File: config.mk
export PLATFORM = sky130hd
export DESIGN_NAME = keyed_fifo_with_remove_by_key_core
export DESIGN_NICKNAME = d
export VERILOG_FILES = /design/src/kfrk_pkg.sv /design/src/keyed_fifo_with_remove_by_key_core.sv /design/src/kfrk_key_ram.sv /design/src/kfrk_ctrl.sv
export SDC_FILE = /design/constraint.sdc
export NUM_CORES = 1
export LEC_CHECK = 0
export BUFFER_PORTS_ARGS = -buffer_cell sky130_fd_sc_hd__buf_4
export CORE_UTILIZATION = 45
export DETAILED_ROUTE_END_ITERATION = 16
export HOLD_SLACK_MARGIN = 0.1
export PLACE_DENSITY = 0.68
export SLEW_MARGIN = 30
export SYNTH_ARGS = -nofsm -noshare
export SYNTH_HDL_FRONTEND = slang
export SYNTH_SLANG_ARGS = --single-unit
File: constraint.sdc
create_clock -name clock -period 4.5 [get_ports clock]
set_input_delay 1.125 -clock clock [delete_from_list [all_inputs] [get_ports clock]]
set_output_delay 1.125 -clock clock [all_outputs]
set_load 0.03 [all_outputs]
File: src/kfrk_pkg.sv
// Shared types and codes for the keyed FIFO with remove-by-key.
package kfrk_pkg;

   // Command carried in the request tuser bit
   localparam logic CMD_ENTER = 1'b0;
   localparam logic CMD_LEAVE = 1'b1;

   // Capacity register index and reset value
   localparam int unsigned REG_CAPACITY = 0;
   localparam logic [4:0]  CAPACITY_RESET = 5'd10;

   typedef enum logic [2:0] {
      ST_ENTERED   = 3'd0,
      ST_FULL      = 3'd1,
      ST_DUPLICATE = 3'd2,
      ST_REMOVED   = 3'd3,
      ST_NOT_FOUND = 3'd4
   } kfrk_status_type;

   typedef struct packed {
      kfrk_status_type status;
      logic [4:0]      cars_ahead;
      logic [4:0]      cars_behind;
      logic [4:0]      occupancy;
   } kfrk_result_type;

endpackage

File: src/keyed_fifo_with_remove_by_key_core.sv
// Top level of the keyed FIFO with remove-by-key: stream ports, register port, output stage.
//
//   channel  direction  handshake                 payload
//   req      in         req_tvalid / req_tready   tuser command, tdata plate_key
//   rsp      out        rsp_tvalid / rsp_tready   tuser status, tdata counts
//   csr      in         psel/penable/pwrite       capacity at byte address 0
//
// Steps: an item is captured, the key store is scanned, and the result is
// posted; a removal also closes the gap after the scan, which reads each
// later slot and rewrites it one place forward on the following cycle,
// overlapped with the next read.
// The store's one read port sets the pace.
// Reset: synchronous, active high; clears occupancy and sets capacity to 10.
// The key store is not cleared; slots are read only after being written.
// Stalls: a finished result waits in the output register while the next
// request is captured and scanned; if that register is still full when the
// next result is ready, the sequencer holds it and takes no new request.
module keyed_fifo_with_remove_by_key_core import kfrk_pkg::*; #(
   parameter int DEPTH     = 16,
   parameter int KEY_WIDTH = 32
) (
   input  logic        clock,
   input  logic        reset,
   // request stream
   input  logic        req_tvalid,
   output logic        req_tready,
   input  logic [31:0] req_tdata,   // [31:0] plate_key
   input  logic [0:0]  req_tuser,   // [0] command
   // result stream
   output logic        rsp_tvalid,
   input  logic        rsp_tready,
   output logic [15:0] rsp_tdata,   // [4:0] cars_ahead, [9:5] cars_behind,
                                    // [14:10] occupancy, [15] zero
   output logic [2:0]  rsp_tuser,   // [2:0] status
   // register port
   input  logic        csr_psel,
   input  logic        csr_penable,
   input  logic        csr_pwrite,
   input  logic [2:0]  csr_paddr,
   input  logic [31:0] csr_pwdata,
   output logic [31:0] csr_prdata,
   output logic        csr_pready
);

   localparam int AW    = $clog2(DEPTH);
   localparam int KW_IN = (KEY_WIDTH < 32) ? KEY_WIDTH : 32;

   logic [4:0]           capacity_ff, capacity_in;
   logic                 rsp_valid_ff, rsp_valid_in;
   kfrk_result_type      rsp_data_ff, rsp_data_in;

   logic [KEY_WIDTH-1:0] key;
   logic                 res_valid;
   logic                 res_ready;
   kfrk_result_type      res;
   logic                 mem_we;
   logic [AW-1:0]        mem_waddr;
   logic [KEY_WIDTH-1:0] mem_wdata;
   logic [AW-1:0]        mem_raddr;
   logic [KEY_WIDTH-1:0] mem_rdata;
   logic                 csr_write;
   logic                 csr_hit;

   // Keep only the key bits the store holds; widen with zeros where wider.
   assign key = KEY_WIDTH'(req_tdata[KW_IN-1:0]);

   // Register port: one register, word index taken from paddr[2].
   assign csr_pready = 1'b1;
   assign csr_hit    = (csr_paddr[2] == REG_CAPACITY[0]);
   assign csr_write  = csr_psel && csr_penable && csr_pwrite && csr_pready;
   assign csr_prdata = csr_hit ? {27'd0, capacity_ff} : 32'd0;

   always_comb begin
      capacity_in = capacity_ff;
      if (csr_write && csr_hit) begin
         capacity_in = csr_pwdata[4:0];
      end
   end

   // Output register: load a result when empty or being drained this cycle.
   assign res_ready = !rsp_valid_ff || rsp_tready;

   always_comb begin
      rsp_valid_in = rsp_valid_ff;
      rsp_data_in  = rsp_data_ff;
      if (rsp_valid_ff && rsp_tready) begin
         rsp_valid_in = 1'b0;
      end
      if (res_valid && res_ready) begin
         rsp_valid_in = 1'b1;
         rsp_data_in  = res;
      end
   end

   always_ff @(posedge clock) begin
      if (reset) begin
         capacity_ff  <= CAPACITY_RESET;
         rsp_valid_ff <= 1'b0;
      end else begin
         capacity_ff  <= capacity_in;
         rsp_valid_ff <= rsp_valid_in;
      end
      rsp_data_ff <= rsp_data_in;
   end

   assign rsp_tvalid = rsp_valid_ff;
   assign rsp_tuser  = rsp_data_ff.status;
   assign rsp_tdata  = {1'b0, rsp_data_ff.occupancy, rsp_data_ff.cars_behind,
                        rsp_data_ff.cars_ahead};

   kfrk_ctrl #(
      .DEPTH     (DEPTH),
      .KEY_WIDTH (KEY_WIDTH)
   ) u_ctrl (
      .clock     (clock),
      .reset     (reset),
      .in_valid  (req_tvalid),
      .in_ready  (req_tready),
      .in_cmd    (req_tuser[0]),
      .in_key    (key),
      .capacity  (capacity_ff),
      .res_valid (res_valid),
      .res_ready (res_ready),
      .res       (res),
      .mem_we    (mem_we),
      .mem_waddr (mem_waddr),
      .mem_wdata (mem_wdata),
      .mem_raddr (mem_raddr),
      .mem_rdata (mem_rdata)
   );

   kfrk_key_ram #(
      .DEPTH (DEPTH),
      .WIDTH (KEY_WIDTH)
   ) u_key_ram (
      .clock   (clock),
      .wr_en   (mem_we),
      .wr_addr (mem_waddr),
      .wr_data (mem_wdata),
      .rd_addr (mem_raddr),
      .rd_data (mem_rdata)
   );

endmodule

File: src/kfrk_key_ram.sv
// Key store: one write port, one read port with registered read data.
module kfrk_key_ram #(
   parameter int DEPTH = 16,
   parameter int WIDTH = 32
) (
   input  logic                     clock,
   input  logic                     wr_en,
   input  logic [$clog2(DEPTH)-1:0] wr_addr,
   input  logic [WIDTH-1:0]         wr_data,
   input  logic [$clog2(DEPTH)-1:0] rd_addr,
   output logic [WIDTH-1:0]         rd_data
);

   logic [WIDTH-1:0] mem [DEPTH];
   logic [WIDTH-1:0] rd_data_ff;

   always_ff @(posedge clock) begin
      if (wr_en) begin
         mem[wr_addr] <= wr_data;
      end
      rd_data_ff <= mem[rd_addr];
   end

   assign rd_data = rd_data_ff;

endmodule

File: src/kfrk_ctrl.sv
// Sequencer: scans the key store through one comparator, appends, and closes gaps.
module kfrk_ctrl import kfrk_pkg::*; #(
   parameter int DEPTH     = 16,
   parameter int KEY_WIDTH = 32
) (
   input  logic                       clock,
   input  logic                       reset,
   input  logic                       in_valid,
   output logic                       in_ready,
   input  logic                       in_cmd,
   input  logic [KEY_WIDTH-1:0]       in_key,
   input  logic [4:0]                 capacity,
   output logic                       res_valid,
   input  logic                       res_ready,
   output kfrk_result_type            res,
   output logic                       mem_we,
   output logic [$clog2(DEPTH)-1:0]   mem_waddr,
   output logic [KEY_WIDTH-1:0]       mem_wdata,
   output logic [$clog2(DEPTH)-1:0]   mem_raddr,
   input  logic [KEY_WIDTH-1:0]       mem_rdata
);

   localparam int AW   = $clog2(DEPTH);
   localparam int CW   = $clog2(DEPTH + 1);
   localparam int CMPW = (CW > 5) ? CW : 5;

   typedef enum logic [1:0] {
      S_IDLE,
      S_SCAN,
      S_SHIFT,
      S_RESP
   } state_type;

   state_type       state_ff, state_in;
   logic [CW-1:0]   count_ff, count_in;
   logic [CW-1:0]   scan_ff, scan_in;
   logic            pend_ff, pend_in;
   logic [AW-1:0]   pend_idx_ff, pend_idx_in;
   logic [AW-1:0]   pos_ff, pos_in;
   logic            cmd_ff, cmd_in;
   logic [KEY_WIDTH-1:0] key_ff, key_in;
   kfrk_result_type res_ff, res_in;

   logic          hit;
   logic          more;
   logic          full;
   logic [CW-1:0] count_inc;
   logic [CW-1:0] count_dec;

   assign hit       = pend_ff && (mem_rdata == key_ff);
   assign more      = scan_ff < count_ff;
   assign full      = (count_ff >= CW'(DEPTH)) || (CMPW'(count_ff) >= CMPW'(capacity));
   assign count_inc = count_ff + CW'(1);
   assign count_dec = count_ff - CW'(1);

   always_comb begin
      state_in    = state_ff;
      count_in    = count_ff;
      scan_in     = scan_ff;
      pend_in     = 1'b0;
      pend_idx_in = pend_idx_ff;
      pos_in      = pos_ff;
      cmd_in      = cmd_ff;
      key_in      = key_ff;
      res_in      = res_ff;
      mem_we      = 1'b0;
      mem_waddr   = pend_idx_ff - AW'(1);
      mem_wdata   = mem_rdata;
      mem_raddr   = scan_ff[AW-1:0];
      case (state_ff)
         S_IDLE: begin
            if (in_valid) begin
               cmd_in   = in_cmd;
               key_in   = in_key;
               scan_in  = '0;
               state_in = S_SCAN;
            end
         end
         S_SCAN: begin
            if (hit || !more) begin
               res_in.cars_ahead  = '0;
               res_in.cars_behind = '0;
               res_in.occupancy   = 5'(count_ff);
               state_in           = S_RESP;
               if (cmd_ff == CMD_ENTER) begin
                  if (hit) begin
                     res_in.status = ST_DUPLICATE;
                  end else if (full) begin
                     res_in.status = ST_FULL;
                  end else begin
                     mem_we           = 1'b1;
                     mem_waddr        = count_ff[AW-1:0];
                     mem_wdata        = key_ff;
                     count_in         = count_inc;
                     res_in.status    = ST_ENTERED;
                     res_in.occupancy = 5'(count_inc);
                  end
               end else if (hit) begin
                  // start closing the gap from the slot behind the hit
                  pos_in   = pend_idx_ff;
                  scan_in  = CW'(pend_idx_ff) + CW'(1);
                  state_in = S_SHIFT;
               end else begin
                  res_in.status = ST_NOT_FOUND;
               end
            end else begin
               pend_in     = 1'b1;
               pend_idx_in = scan_ff[AW-1:0];
               scan_in     = scan_ff + CW'(1);
            end
         end
         S_SHIFT: begin
            // write the slot read last cycle one place forward
            mem_we = pend_ff;
            if (more) begin
               pend_in     = 1'b1;
               pend_idx_in = scan_ff[AW-1:0];
               scan_in     = scan_ff + CW'(1);
            end else begin
               count_in           = count_dec;
               res_in.status      = ST_REMOVED;
               res_in.cars_ahead  = 5'(pos_ff);
               res_in.cars_behind = 5'(count_dec - CW'(pos_ff));
               res_in.occupancy   = 5'(count_dec);
               state_in           = S_RESP;
            end
         end
         S_RESP: begin
            if (res_ready) begin
               state_in = S_IDLE;
            end
         end
         default: begin
            state_in = S_IDLE;
         end
      endcase
   end

   always_ff @(posedge clock) begin
      if (reset) begin
         state_ff <= S_IDLE;
         count_ff <= '0;
         pend_ff  <= 1'b0;
      end else begin
         state_ff <= state_in;
         count_ff <= count_in;
         pend_ff  <= pend_in;
      end
      scan_ff     <= scan_in;
      pend_idx_ff <= pend_idx_in;
      pos_ff      <= pos_in;
      cmd_ff      <= cmd_in;
      key_ff      <= key_in;
      res_ff      <= res_in;
   end

   assign in_ready  = (state_ff == S_IDLE);
   assign res_valid = (state_ff == S_RESP);
   assign res       = res_ff;

endmodule

Word-level counts from Yosys, hierarchy flattened
Memory sizes are Yosys's and may differ from the RTL's. A register that Yosys moved wholly into a read port is not among the register bits. Cells that the tools add are included. Widths: inputs -> output; s select.

Register bits: 96. Latch bits: 0. Bits in writable memories: 512. Bits in read-only memories: 0. Bits of input ports: 75. Output and inout port bits: 54. Logic and storage cells: 116. Memories kept: 1.

Memories: u_key_ram.mem (depth 16, bits a word 32, rd ports 1, clocked after memory_dff 1, write ports 1, RTL line kfrk_key_ram.sv:14) `logic [WIDTH-1:0] mem [DEPTH];`.

Add/sub/neg operators: 6. Multiply operators: 0. Div/mod/pow operators: 0. Magnitude comparators: 3. Equal/unequal tests: 13. Shifts and indexed selects: 0. Muxes and demuxes: 52. Bitwise gates (word level): 1. Reductions and logical operators: 22.

Operators by type and width (number): $mux 32 (5); $mux 5 (11); $mux 18 (2); $pmux 18 s2 (1); $eq 32x32->1 (1); $mux 4 (7); $pmux 5 s3 (1); $mux 1 (12); $reduce_and 4->1 (3); $add 5x1->5 const B (2); $mux 2 (5); $pmux 5 s2 (1); $mux 3 (3); $pmux 2 s4 (1); $pmux 4 s2 (1); $logic_and 1x1->1 (6); $ne 2x1->1 const B (3); $ne 2x2->1 const B (3); $ne 3x2->1 const B (2); $reduce_and 3->1 (2); $add 4x1->5 const B (1); $ge 5x5->1 (1); $ge 5x5->1 const B (1); $lt 5x5->1 (1); other kinds (15) (21).

Longest topological paths before layout
Word-level depth: 9. Depth in mapped cells: 12. Depth with buffers taken out: 9.

By module
Synthesis repeated with hierarchy kept, for this count alone.

Cell total of the unflattened synthesis: 1266. Area, all modules: 25051.5 µm².

Modules (own cells, without submodules): kfrk_key_ram (instances 1, cells each 838, area each 19835.3 µm², seq. area each 16015.4 µm²); kfrk_ctrl (instances 1, cells each 346, area each 4137.7 µm², seq. area each 2052.0 µm²); keyed_fifo_with_remove_by_key_core (instances 1, cells each 82, area each 1078.5 µm², seq. area each 660.6 µm²).

Least setup slack after synthesis
No wires, ideal clock.

Kind: flip-flop to flip-flop. Start: reg u_ctrl.count_ff[0]. End: mem u_key_ram.mem[8][0] (enable). Library setup time: 435 ps. Arrival: 4548 ps. Required time: 4065 ps. Path slack: -483 ps. Cell stages (with the launch flop): 13. Path buffers: 3. Clock period less this slack: 4983 ps. Cells stage by stage: dfxtp_1 clkbuf_1 inv_1 ha_1 nand2b_1 a21o_1 a21o_1 a31oi_1 nand3_2 nor3_1 buf_6 buf_2 mux2i_1.

Cells in the longest elaborated chain, start to end: 9. Elaborated cells on any way between the ends: 18. Those cells by class: 3 x order compare; 12 x mux; 3 x reduce/logical.

RTL lines: start, declared (RTL line kfrk_ctrl.sv:35) `logic [CW-1:0] count_ff, count_in;`; start signal, assigned (RTL line kfrk_ctrl.sv:146) `count_ff <= count_in;`; $ge 5x5->1 (RTL line kfrk_ctrl.sv:52) `assign full = (count_ff >= CW'(DEPTH)) || (CMPW'(count_ff) >= CMPW'(capacity));`; $logic_or 1x1->1 (RTL line kfrk_ctrl.sv:52); $mux 1 (RTL line kfrk_ctrl.sv:88) `end else if (full) begin`; $mux 1 (RTL line kfrk_ctrl.sv:86) `if (hit) begin`; $mux 1 (RTL line kfrk_ctrl.sv:85) `if (cmd_ff == CMD_ENTER) begin`; $mux 1 (RTL line kfrk_ctrl.sv:80) `if (hit || !more) begin`; $pmux 1 s2 (RTL line kfrk_ctrl.sv:70) `case (state_ff)`; $mux 1 (RTL line kfrk_key_ram.sv:18) `if (wr_en) begin`; $mux 1 (not written as such) (RTL line kfrk_key_ram.sv:19) `mem[wr_addr] <= wr_data;`; end, declared (RTL line kfrk_key_ram.sv:14).

Several ways; a longest one is shown, not always the timed one.

Final worst setup path
Start: reg u_ctrl.key_ff[6]. End: mem u_key_ram.mem[7][24] (enable).

Cells in the longest elaborated chain, start to end: 8. Elaborated cells on any way between the ends: 13. Those cells by class: 1 x eq/ne; 10 x mux; 2 x reduce/logical.

RTL lines: start, declared (RTL line kfrk_ctrl.sv:41) `logic [KEY_WIDTH-1:0] key_ff, key_in;`; start signal, assigned (RTL line kfrk_ctrl.sv:153) `key_ff <= key_in;`; $eq 32x32->1 * (RTL line kfrk_ctrl.sv:50) `assign hit = pend_ff && (mem_rdata == key_ff);`; $logic_and 1x1->1 * (RTL line kfrk_ctrl.sv:50); $mux 1 (RTL line kfrk_ctrl.sv:86); $mux 1 (RTL line kfrk_ctrl.sv:85); $mux 1 (RTL line kfrk_ctrl.sv:80); $pmux 1 s2 (RTL line kfrk_ctrl.sv:70); $mux 1 (RTL line kfrk_key_ram.sv:18); $mux 1 (not written as such) (RTL line kfrk_key_ram.sv:19).

Every way passes the cells marked *; elsewhere a longest branch is shown, timed or not.

==> run_results.csv <==
group,metric,value,unit
cells_and_area,fin_area,29200,µm²
pwr,finalPower,18.4,mW
placement,dpl_cell_area,27100,µm²
timing,finalCriticalPeriod,3.88,ns
timing,slew_viol_final,0,
drt,vias,12100,
pwr,clkPwrFrac,28.0,%
cts,cts_root_buf,"clkbuf_16",
floorplanning,core-area,55200,µm²
logic_synthesis,synth_seq_cells,638,
logic_synthesis,synth_top_area_share,70.5,%
logic_synthesis,yosys.area.top_type,"edfxtp_1",
global_route,grt_pass1_wl,79200,µm
logic_synthesis,ys_top_cells_by_count,"592 x edfxtp_1, 160 x mux4_2, 46 x dfxtp_1",
cts,cts_tree,"done",
logic_synthesis,yosysSeqAreaShare,74.1,%
logic_synthesis,netlist_top_cells_area,"edfxtp_1 70%, mux4_2 14%, dfxtp_1 3.7%",
pwr,power.switching,5.30,mW
critical_path,worst_ep_required_time,4.75,ns
cts,cts.sinks,638,
critical_path,criticalPathCategory,"register to register",
drt,drtIter0Drc,1087,
floorplanning,dieArea,57000,µm²
drt,wl,53700,µm
timing,skew,0.0589,ns
drt,routedWlPerCell,24.9,µm
floorplanning,boundaryPins,129,
drt,ant_nets,0,
cells_and_area,drive_above_1_share,29.7,%
placement,post-dp-hpwl,28800,µm
drt,drc_errors,0,
worst_hold_path,holdPathStages,0,
logic_synthesis,synth_cells,1231,
global_route,grt_pass1_vias,12300,
cts,clk-insertion-delay-late,0.64,ns
logic_synthesis,yosysMostFrequentCell,"edfxtp_1",
critical_path,worst-path-max-fanout,18,
logic_synthesis,synthesis.area,25200,µm²
logic_synthesis,yosys_warnings,0,
status,status,"finished clean",
global_route,gr-usage-all-layers,19.3,%
logic_synthesis,synth_edf_count,592,
timing,rsz0062_at_grt,"no",
placement,place.gp.congestion,0.793,
pwr,swShare,28.8,%
timing,tightestPinTransition,0.969,ns
pwr,seq_power_share,44.6,%
global_route,antenna_found_initial,0,
cells_and_area,synthToLayoutAreaGrowth,15.7,%
pwr,combPwrFrac,27.4,%
timing,setup_tns,0,ns
drt,avgViaCountPerCell,5.62,
cts,postCtsSetupBuffers,0,
critical_path,end_kind,"register",
floorplanning,start_util,45.7,%
cts,numCtsBuffers,61,
timing,min_period_over_period,86.3,%
cells_and_area,final_nets,1458,
pwr,vdd_ir_drop_max,0.443,mV
cts,cts_hold_buf,0,
pwr,powerDensity,632,nW/µm²
logic_synthesis,synth_ff_type,"edfxtp_1",
floorplanning,die_y,239,µm
timing,hold_violations,0,
cts,path_clk_slew,0.06,ns
cells_and_area,post-route-util,52.9,%
worst_hold_path,hp-class,"register to register",
cells_and_area,antennaDiodeCount,0,
logic_synthesis,async_reset_ff_share,0,%
critical_path,startpoint_type,"register",
floorplanning,rows,86,
global_route,gr-total-overflow,0,
run,maxCapViolations,0,
critical_path,arrival,4.14,ns
timing,setup_viol,0,
logic_synthesis,syn_avg_cell_area,20.5,µm²
timing,fin_ws,0.616,ns
cts,cts_max_path_buffers,3,
logic_synthesis,ys_types,52,
critical_path,r2r_cells,9,
floorplanning,die_width,239,µm
placement,place_ws,0.728,ns
timing,fmax,257,MHz
timing,slew_headroom,35.4,%
placement,portBuffers,69,
pwr,p_int,13.1,mW
cts,htreeDepth,2,
cts,post_cts_resized,0,
global_route,grt_max_degree,132,
drt,drt-pass1-iter-count,8,
cells_and_area,nFillCells,4241,
pwr,leakagePower,9.52,nW
-- cell families (layout without fill, tap and decap cells) --
| logic type | after synthesis | after routing | share of synthesized area, % |
|---|---|---|---|
| compound gates | 51 | 51 | 1.47 |
| xor+xnor | 45 | 45 | 1.56 |
| fa+ha+maj | 24 | 24 | 1.22 |
| buf+inv | 113 | 265 | 2.21 |
| flops | 638 | 638 | 74.1 |
| mux | 214 | 214 | 16.7 |
| other cells | 2 | 30 | 0.0298 |
| simple gates | 144 | 144 | 2.70 |
-- flip-flops by register name, indices dropped and copies added, names as in the netlist --
| register | count |
|---|---|
| u_key_ram.mem | 512 |
| u_ctrl.key_ff | 32 |
| u_key_ram.rd_data | 32 |
| u_ctrl.res | 17 |
| rsp_tdata | 14 |
| capacity_ff | 5 |
| u_ctrl.count_ff | 5 |
| u_ctrl.scan_ff | 5 |
| u_ctrl.pend_idx_ff | 4 |
| u_ctrl.pos_ff | 4 |
| rsp_tuser | 3 |
| u_ctrl.state_ff | 2 |
| rsp_tvalid | 1 |
| u_ctrl.cmd_ff | 1 |
| u_ctrl.pend_ff | 1 |
-- power by group through the flow --
stage	Combinational, mW	Clock (mW)	Sequential (mW)
6_report	5.06	5.16	8.22
5_1_grt	5.48	5.49	8.27
4_1_cts	5.13	5.26	8.22
3_5_place_dp	5.10	0	8.34
3_3_place_gp	4.97	0	8.32
2_1_floorplan	3.73	0	8.26
-- critical path, cell delays in order, from the launching register on --
cell and delay, ns:
edfxtp_1 0.42, xnor2_1 0.38, nand4_1 0.24, or4_1 0.47, or4_1 0.79, nand3_2 0.24, nor3_2 0.11, buf_12 0.20
mux2i_4 0.23, buf_4 0.38
-- layout make-up --
cell class	count	area, µm²	area share, %
multi-input cells	508	6280	21.5
flip-flops and latches	638	18700	64.1
well taps	748	936	3.21
clock buffers	78	1630	5.59
repair buffers	121	1120	3.84
clock inverters	37	412	1.41
inverters	29	109	0.373
-- placed cells by master, fill, tap and decap left out, types with 17 or more instances in the layout --
cell type    n
buf_12      17
buf_4      104
clkbuf_16   62
conb_1      30
dfxtp_1     46
edfxtp_1   592
ha_1        23
inv_1       27
mux2_2      25
mux4_2     160
nand2_1     38
nand3_1     19
nor2_1      43
xnor2_1     19
xor2_1      26
-- metal layers --
| layer | share of wire [%] | vias to the layer above | wire length (µm) | track usage (%) |
|---|---|---|---|---|
| met5 | 0 | - | 0 | 0 |
| met4 | 2.6 | 0 | 1420 | 6.39 |
| met3 | 6.0 | 81 | 3230 | 2.82 |
| met2 | 48 | 455 | 26000 | 31.1 |
| met1 | 43 | 6400 | 23100 | 27.3 |
| li1 | - | 5202 | - | - |
-- final timing paths --
| check | start | to | slack (ns) |
|---|---|---|---|
| worst max-delay path | u_ctrl.key_ff[6] | u_key_ram.mem[7][24] | 0.62 |
| worst min-delay path | u_ctrl.res[16] | rsp_tuser[1] | 0.40 |
| worst max register to register | u_ctrl.key_ff[6] | u_key_ram.mem[7][24] | 0.62 |
| worst min register to register | u_ctrl.res[16] | rsp_tuser[1] | 0.40 |
-- metrics by stage --
step                hold WS, ns  cells
finish                    0.398   2159
global route              0.403   2159
CTS                       0.390   2159
detailed placement        0.405   2044
global placement          0.405   2044
floorplan                 0.400   1259
No activity file was read; power rests on OpenSTA's default activity.
